===== src/rtl/core/ema_pkg.sv =====
// Shared constants, types and helpers for the edge message aggregator.
// Depends on nothing; every other file of the block imports it.
package ema_pkg;

   localparam int NODES        = 256;
   localparam int DIMS         = 64;
   localparam int VALUE_WIDTH  = 16;
   localparam int FRAC_BITS    = 10;
   localparam int ACTION_WIDTH = 2;
   localparam int NODE_WIDTH   = 8;
   localparam int DIM_WIDTH    = 6;
   localparam int ENTRIES      = NODES * DIMS;
   localparam int ADDR_WIDTH   = $clog2(ENTRIES);

   typedef logic [ACTION_WIDTH-1:0]       action_type;
   typedef logic [NODE_WIDTH-1:0]         node_type;
   typedef logic [DIM_WIDTH-1:0]          dim_type;
   typedef logic [ADDR_WIDTH-1:0]         addr_type;
   typedef logic signed [VALUE_WIDTH-1:0] value_type;

   localparam action_type ACT_CLEAR = 2'd0;
   localparam action_type ACT_ACCUM = 2'd1;
   localparam action_type ACT_READ  = 2'd2;

   localparam value_type VALUE_MAX = {1'b0, {(VALUE_WIDTH-1){1'b1}}};
   localparam value_type VALUE_MIN = {1'b1, {(VALUE_WIDTH-1){1'b0}}};

   typedef struct packed {
      value_type sum;
      value_type sum_sq;
      value_type min_v;
      value_type max_v;
   } entry_type;

   // Write port of the aggregate store
   typedef struct packed {
      logic      en;
      addr_type  addr;
      entry_type data;
   } wr_type;

   function automatic logic in_range(node_type n, dim_type d);
      return (int'(n) < NODES) && (int'(d) < DIMS);
   endfunction

   function automatic addr_type entry_addr(node_type n, dim_type d);
      return addr_type'(int'(n) * DIMS + int'(d));
   endfunction

endpackage


===== src/rtl/core/ema_update.sv =====
// Modify step of the read-modify-write: clear or accumulate one entry.
// Depends on ema_pkg.
module ema_update (
   input  logic               valid,
   input  logic               ok,
   input  ema_pkg::action_type action,
   input  ema_pkg::value_type value,
   input  ema_pkg::value_type sq,
   input  ema_pkg::entry_type cur,
   output ema_pkg::entry_type nxt,
   output logic               wr_en
);
   import ema_pkg::*;

   always_comb begin
      nxt   = cur;
      wr_en = 1'b0;
      unique case (action)
         ACT_CLEAR: begin
            nxt.sum    = '0;
            nxt.sum_sq = '0;
            nxt.min_v  = VALUE_MAX;
            nxt.max_v  = VALUE_MIN;
            wr_en      = valid && ok;
         end
         ACT_ACCUM: begin
            // both sums wrap at the value width
            nxt.sum    = value_type'(cur.sum + value);
            nxt.sum_sq = value_type'(cur.sum_sq + sq);
            if (value < cur.min_v) begin
               nxt.min_v = value;
            end
            if (value > cur.max_v) begin
               nxt.max_v = value;
            end
            wr_en = valid && ok;
         end
         default: begin
            wr_en = 1'b0;
         end
      endcase
   end

endmodule

===== config.mk =====
export PLATFORM = sky130hd
export DESIGN_NAME = ema_update
export DESIGN_NICKNAME = d
export VERILOG_FILES = /design/src/rtl/core/ema_pkg.sv /design/src/rtl/core/ema_update.sv
export SDC_FILE = /design/constraint.sdc
export NUM_CORES = 1
export LEC_CHECK = 0
export BUFFER_PORTS_ARGS = -buffer_cell sky130_fd_sc_hd__buf_2
export CAP_MARGIN = 5
export CORE_UTILIZATION = 47
export DETAILED_ROUTE_END_ITERATION = 12
export PLACE_DENSITY = 0.85
export SLEW_MARGIN = 5
export SYNTH_ARGS = -nofsm -noshare
export SYNTH_HDL_FRONTEND = slang
export SYNTH_SLANG_ARGS = --single-unit

===== constraint.sdc =====
create_clock -name vclk -period 3.1
set_clock_uncertainty 0.05 [all_clocks]
set_input_delay 0.31 -clock vclk [all_inputs]
set_output_delay 0.31 -clock vclk [all_outputs]
set_load 0.01 [all_outputs]

==> impl_metrics.tcl, run 1 <==
set metrics [dict create \
    grt_pass1_wl_um 14600 \
    cp_max_fo 3 \
    leakage_nw 2.14 \
    n_clock_buffer 0 \
    place_ws_ns -0.0619 \
    post-route-period-util_pct 97.0 \
    required_ns 2.74 \
    drc 0 \
    syn_area_per_cell_um2 6.86 \
    place_area_um2 3880 \
    hold-worst-slack_ns 0.864 \
    core_area_um2 5960 \
    wl_met3_um 517 \
    io_pins 165 \
    outcome "complete, no violations" \
    min_path_type "in -> out" \
    routedWlPerCell_um 14.2 \
    stdcell_area_um2 3920 \
    cp-start-kind "input port" \
    seqCellArea_um2 0 \
    dpl.hpwl_um 7830 \
    nNetsFinal 751 \
    gp_congestion 0.878 \
    synthCells 426 \
    antenna_cells 0 \
    maxCapViolCount 0 \
    grt_pass1_vias 3433 \
    drt-pass1-iter-count 5 \
    critPathKind "in -> out" \
    die-area_um2 6530 \
    grt.total_usage_pct 27.0 \
    worstPathArrival_ns 2.65 \
    irDropWorstVdd_uv 103 \
    rsz0062_at_grt "true" \
    dp_cells 660 \
    postCtsHoldBufs 0 \
    rows 28 \
    die_h_um 80.8 \
    seq_area_frac_synth_pct 0 \
    slew_headroom_pct 47.4 \
    grt_antenna_before_repair 0 \
    overflow 0 \
    synth.distinct_cells 52 \
    fmax_mhz 332 \
    min_period_ns 3.01 \
    wl_met1_um 4100 \
    yosys_warnings 0 \
    wl_met2_um 4550 \
    die_w_um 80.8 \
    drtIter0Drc 212 \
    grt_max_degree 32 \
    flops_and_latches 0 \
    highest_layer "met4" \
    setup_viol 0 \
    drive_above_1_share_pct 33.1 \
    postSynthNetCount 589 \
    syn2layout_area_growth_pct 34.1 \
    postRouteAntennaNets 0 \
    hold_viol_final 0 \
    route.vias.total 3832 \
    final_cell_count_no_fill 661 \
    power_density_nw_per_um2 196 \
    viasPerCell 5.80 \
    end_kind "output port" \
    netlist_area_um2 2920 \
    drt_wl_total_um 9400 \
    initial_core_util_pct 49.0 \
    portBuffers 165 \
    tightest_slew_ns 0.788 \
    fin_ws_ns 0.0917 \
    slew_violations 0 \
]
-- layout make-up --
cell class / instances / area, um^2
multi-input cells: 370 / 2740
inverters: 38 / 143
well taps: 75 / 93.8
repair buffers: 178 / 936
fillers: 566 / 2040
-- Yosys cell counts, types with 2 or more instances --
master	n	area share (%)
or3_1	3	0.64
xor2_1	13	3.9
nand4_1	6	1.3
and4_1	2	0.60
ha_1	61	26
a22o_1	5	1.5
nand2_1	58	7.5
o21bai_1	5	1.3
o211ai_1	16	4.1
nor3_1	5	0.86
o311ai_0	2	0.60
or2_2	2	0.43
nand2b_1	5	1.1
a21oi_1	31	5.3
nor2b_1	7	1.5
o31ai_1	3	0.77
and3_1	2	0.43
clkbuf_1	15	1.9
buf_2	2	0.34
xnor2_1	11	3.3
mux2i_1	2	0.69
nand3_1	4	0.69
inv_1	38	4.9
a211oi_1	5	1.3
o21a_1	2	0.51
a21o_1	18	4.6
o21ai_0	42	7.2
nor2_1	21	2.7
fa_1	2	1.4
a32o_1	16	5.5
-- worst paths after layout --
kind	to	depth (start not counted)	slack (ns)	startpoint
worst max-delay path	nxt[46]	11	0.09	sq[0]
worst min-delay path	wr_en	4	0.86	ok
-- through the flow --
step	TNS [ns]	total power [mW]	utilization (%)
2_1_floorplan	0	0.473	-
3_3_place_gp	-0.0771	0.723	65.1
3_5_place_dp	-0.0619	0.746	65.1
4_1_cts	0	0.753	65.2
5_1_grt	-0.00508	0.847	65.7
6_report	0	0.766	65.7
-- what timing repair did --
action / 4_1_cts / 5_1_grt
buffers inserted: 0 / 1
setup endpoints to repair: 1 / 7
gates resized for setup: 1 / 8
pin swaps: 0 / 4
-- logic make-up after synthesis --
family	share of synthesized area, %
mux	1.07
buf+inv	7.28
fa+ha+maj	27.5
simple gates	18.4
compound gates	38.5
xor+xnor	7.20
-- layout by cell type, fill, tap and decap left out, types with 12 or more instances in the layout --
cell / netlist / layout
a21o_1: 18 / 18
a21oi_1: 31 / 30
a32o_1: 16 / 16
buf_2: 2 / 165
buf_4: 0 / 12
ha_1: 61 / 61
inv_1: 38 / 38
nand2_1: 58 / 58
nor2_1: 21 / 21
o211ai_1: 16 / 16
o21ai_0: 42 / 41
xor2_1: 13 / 13
-- per-layer routing --
layer	track usage, %	up-vias
met4	7.68	0
met2	49.0	162
li1	-	1911
met1	34.5	1735
met3	0.899	24
met5	0	-
-- where the power goes --
group | total, mW | switching, mW | internal, mW
registers | 0 | 0 | 0
clock network | 0 | 0 | 0
logic | 0.766 | 0.417 | 0.349
-- worst max-delay path, cell delays in order --
cell and delay, ns:
buf_2 0.10, ha_1 0.23, fa_1 0.41, a21o_1 0.20, a21oi_4 0.16, o21ai_2 0.10, a2111oi_4 0.34, nor4_1 0.11
or3_1 0.32, a32o_1 0.24, buf_2 0.13
Note: power is estimated with default switching activity, not from simulation.
==> run 2, diff against run 1 <==
--- a/config.mk
+++ b/config.mk
@@ -7,6 +7,7 @@
 export LEC_CHECK = 0
 export BUFFER_PORTS_ARGS = -buffer_cell sky130_fd_sc_hd__buf_2
 export CAP_MARGIN = 5
+export CORE_ASPECT_RATIO = 1.5
 export CORE_UTILIZATION = 47
 export DETAILED_ROUTE_END_ITERATION = 12
 export PLACE_DENSITY = 0.85
==> impl_metrics.tcl, run 2 (synthesis results as in run 1) <==
set metrics [dict create \
    slew_headroom_pct 54.0 \
    cp_max_fo 3 \
    irDropWorstVdd_uv 103 \
    grt_antenna_before_repair 0 \
    core_area_um2 5910 \
    min_from "ok" \
    min_path_type "in -> out" \
    grt_max_degree 32 \
    crit_top_cell "buf_2" \
    nNetsFinal 755 \
    worstPathArrival_ns 2.60 \
    final_common_cell "buf_2" \
    drt-pass1-iter-count 4 \
    cpPeakStageDelay_ns 0.37 \
    hold-worst-slack_ns 0.863 \
    seqCellArea_um2 0 \
    min_path_cells 4 \
    die_w_um 66.4 \
    hold_viol_final 0 \
    min_period_ns 2.96 \
    flops_and_latches 0 \
    tightest_slew_ns 0.690 \
    rsz0062_at_grt "false" \
    fmax_mhz 337 \
    post-route-period-util_pct 95.6 \
    postRouteAntennaNets 0 \
    drtIter0Drc 156 \
    required_ns 2.74 \
    dp_cells 659 \
    antenna_cells 0 \
    maxCapViolCount 0 \
    overflow 0 \
    critPathKind "in -> out" \
    drive_above_1_share_pct 33.7 \
    routedWlPerCell_um 14.5 \
    gp_congestion 0.896 \
    cp-start-kind "input port" \
    drt_wl_total_um 9630 \
    io_pins 165 \
    multi_input_area_um2 2750 \
    die_h_um 98.5 \
    viasPerCell 5.85 \
    syn2layout_area_growth_pct 35.1 \
    n_clock_buffer 0 \
    outcome "complete, no violations" \
    final_cell_count_no_fill 662 \
    portBuffers 165 \
    cp_slowest_cell "mux2_2" \
    crit_chain "buf_2 > ha_1 > a211oi_1 > nor3_1 > nor2_1 > o21ai_0 > a311oi_1 > mux2_2 > a22o_1 > buf_2" \
    rows 34 \
    route.vias.total 3871 \
    tns_ns 0 \
    dpl.hpwl_um 8050 \
    grt.total_usage_pct 28.3 \
    grt_pass1_vias 3704 \
    layout_common_cells "165 x buf_2, 60 x ha_1, 58 x nand2_1, 41 x o21ai_0, 38 x inv_1" \
    end_kind "output port" \
    setup_viol 0 \
    die-area_um2 6540 \
    place_ws_ns -0.124 \
    initial_core_util_pct 49.4 \
    slew_violations 0 \
    leakage_nw 2.15 \
    grt_pass1_wl_um 15300 \
    fillers 504 \
    min_to "wr_en" \
    power_density_nw_per_um2 197 \
    fin_ws_ns 0.136 \
    drc 0 \
]
-- run 2: report_power, final --
part,switching [mW],internal (mW)
logic,0.422,0.355
clock network,0,0
registers,0,0
total,0.422,0.355
-- run 2: worst max-delay path by stage --
stage	startpoint	slack [ns]	endpoint	depth (start not counted)
after global routing	value[0]	0.0008	nxt[60]	13
after detailed placement	value[0]	-0.12	nxt[60]	13
after CTS	sq[0]	0.002	nxt[46]	11
final	sq[1]	0.14	nxt[47]	10
after floorplan	value[0]	0.27	nxt[60]	9
after global placement	value[0]	-0.12	nxt[60]	13
-- run 2: final cells by class --
cell class	count	area share [%]
multi-input cells	370	69.6
repair buffers	182	24.5
inverters	38	3.61
well taps	72	2.28
-- run 2: through the flow --
step	area [um^2]	power, mW	utilization (%)
6_report	3950	0.777	66.7
5_1_grt	3950	0.858	66.7
4_1_cts	3900	0.759	65.9
3_5_place_dp	3890	0.752	65.8
3_3_place_gp	3890	0.733	65.8
2_1_floorplan	2920	0.473	-
-- run 2: worst max-delay path, delay by kind of cell --
kind | cells | cell delay (ns)
AO/OA/AOI/OAI | 4 | 1.09
adder cells (fa/ha/maj) | 1 | 0.30
multiplexers | 1 | 0.37
AND/OR/NAND/NOR | 2 | 0.27
buffers and inverters | 2 | 0.25
-- run 2: layer usage --
| metal | track usage, % | wire [um] | vias up | part of all wire, % |
|---|---|---|---|---|
| met5 | 0 | 0 | - | 0 |
| met4 | 7.53 | 198 | 0 | 2.1 |
| met3 | 2.89 | 654 | 18 | 6.8 |
| met2 | 58.9 | 5290 | 174 | 55 |
| met1 | 27.7 | 3480 | 1771 | 36 |
| li1 | - | - | 1908 | - |
-- run 2: what timing repair did --
item	4_1_cts	5_1_grt
hold buffers	0	0
setup buffers	0	3
gates resized for setup	3	7
pin swaps	2	6
setup endpoints to repair	1	2
==> run 3, diff against run 2 <==
--- a/config.mk
+++ b/config.mk
@@ -8,9 +8,9 @@
 export BUFFER_PORTS_ARGS = -buffer_cell sky130_fd_sc_hd__buf_2
 export CAP_MARGIN = 5
 export CORE_ASPECT_RATIO = 1.5
-export CORE_UTILIZATION = 47
+export CORE_UTILIZATION = 50
 export DETAILED_ROUTE_END_ITERATION = 12
-export PLACE_DENSITY = 0.85
+export PLACE_DENSITY = 0.89
 export SLEW_MARGIN = 5
 export SYNTH_ARGS = -nofsm -noshare
 export SYNTH_HDL_FRONTEND = slang
==> constraint.sdc (replaced) <==
create_clock -name vclk -period 3.6
set_clock_uncertainty 0.05 [all_clocks]
set_input_delay 0.36 -clock vclk [all_inputs]
set_output_delay 0.36 -clock vclk [all_outputs]
set_load 0.01 [all_outputs]
==> impl_metrics.tcl, run 3 (synthesis results as in run 1) <==
set metrics [dict create \
    die_w_um 64.4 \
    slew_violations 0 \
    drt_wl_total_um 9500 \
    grt_pass1_wl_um 15000 \
    stdcell_area_um2 3810 \
    multi_input_area_um2 2720 \
    dpl.hpwl_um 8010 \
    leakage_nw 2.09 \
    rsz0062_at_grt "false" \
    slew_headroom_pct 56.3 \
    pwr-share-clk_pct 0 \
    min_period_ns 3.36 \
    grt_antenna_before_repair 0 \
    routedWlPerCell_um 14.7 \
    n_clock_buffer 0 \
    antenna_cells 0 \
    power_density_nw_per_um2 169 \
    layout_common_cells "165 x buf_2, 61 x ha_1, 58 x nand2_1, 42 x o21ai_0, 38 x inv_1" \
    core_area_um2 5530 \
    power.switching_mw 0.356 \
    cp-start-kind "input port" \
    die_h_um 95.6 \
    syn2layout_area_growth_pct 30.6 \
    end_kind "output port" \
    fmax_mhz 297 \
    critPathKind "in -> out" \
    drive_above_1_share_pct 31.1 \
    internal_power_mw 0.287 \
    drtIter0Drc 167 \
    grt_pass1_vias 3512 \
    tns_ns 0 \
    place_ws_ns 0.0666 \
    seq_power_share_pct 0 \
    post_cts_buffers 0 \
    wl_met3_um 674 \
    viasPerCell 6.03 \
    wl_met2_um 5070 \
    io_pins 165 \
    place_area_um2 3810 \
    irDropWorstVdd_uv 92.9 \
    tightest_slew_ns 0.655 \
    nNetsFinal 743 \
    cp_max_fo 5 \
    combPwrFrac_pct 100.0 \
    die-area_um2 6160 \
    grt.total_usage_pct 29.5 \
    route.vias.total 3907 \
    seqCellArea_um2 0 \
    portBuffers 165 \
    required_ns 3.19 \
    drc 0 \
    setup_viol 0 \
    initial_core_util_pct 52.8 \
    gp_congestion 0.874 \
    overflow 0 \
    fin_util_pct 69.0 \
    maxCapViolCount 0 \
    fin_ws_ns 0.238 \
    postRouteAntennaNets 0 \
    hold_viol_final 0 \
    wl_met1_um 3550 \
    min_path_type "in -> out" \
    flops_and_latches 0 \
    highest_layer "met4" \
    p_sw_share_pct 55.4 \
    rows 33 \
    worstPathArrival_ns 2.95 \
    fillers 493 \
    grt_max_degree 32 \
    drt-pass1-iter-count 5 \
    postCtsHoldBufs 0 \
    post-route-period-util_pct 93.4 \
    outcome "complete, no violations" \
    final_common_cell "buf_2" \
]
[run 3: metal layers]
layer  vias up  track usage (%)
li1       1890                -
met1      1816             30.6
met2       179             60.1
met3        22             4.19
met4         0             7.78
met5         -                0
[run 3: final cells by class]
type,count,area share (%)
repair buffers,170,22.6
multi-input cells,370,71.3
inverters,38,3.74
well taps,70,2.30
[run 3: power groups by stage]
stage,Combinational [mW],Clock (mW),Sequential (mW)
floorplan,0.407,0,0
global placement,0.613,0,0
detailed placement,0.633,0,0
CTS,0.636,0,0
global route,0.714,0,0
finish,0.643,0,0
[run 3: timing repair]
item	4_1_cts	5_1_grt
resized for setup	0	2
endpoints found under the setup margin	0	1
hold endpoints to repair	0	0
[run 3: worst max-delay path: stages]
cell       delay (ns)
buf_2            0.13
ha_1             0.24
fa_1             0.41
a21oi_1          0.17
o21ai_1          0.12
a2111oi_1        0.52
buf_4            0.20
nor2_1           0.06
o41ai_2          0.34
xor2_1           0.17
o21ai_0          0.08
buf_2            0.16
[run 3: path summary, 6_finish.rpt]
| path | from | to | slack [ns] | depth (start not counted) |
|---|---|---|---|---|
| max | value[0] | nxt[60] | 0.24 | 12 |
| min | ok | wr_en | 0.96 | 4 |
[run 3: per-stage QoR]
step | hold WS [ns] | cells | total power, mW
3_5_place_dp | 0.965 | 648 | 0.633
5_1_grt | 0.997 | 648 | 0.714
4_1_cts | 0.967 | 648 | 0.636
3_3_place_gp | 0.960 | 648 | 0.613
6_report | 0.963 | 648 | 0.643
2_1_floorplan | 0.760 | 426 | 0.407
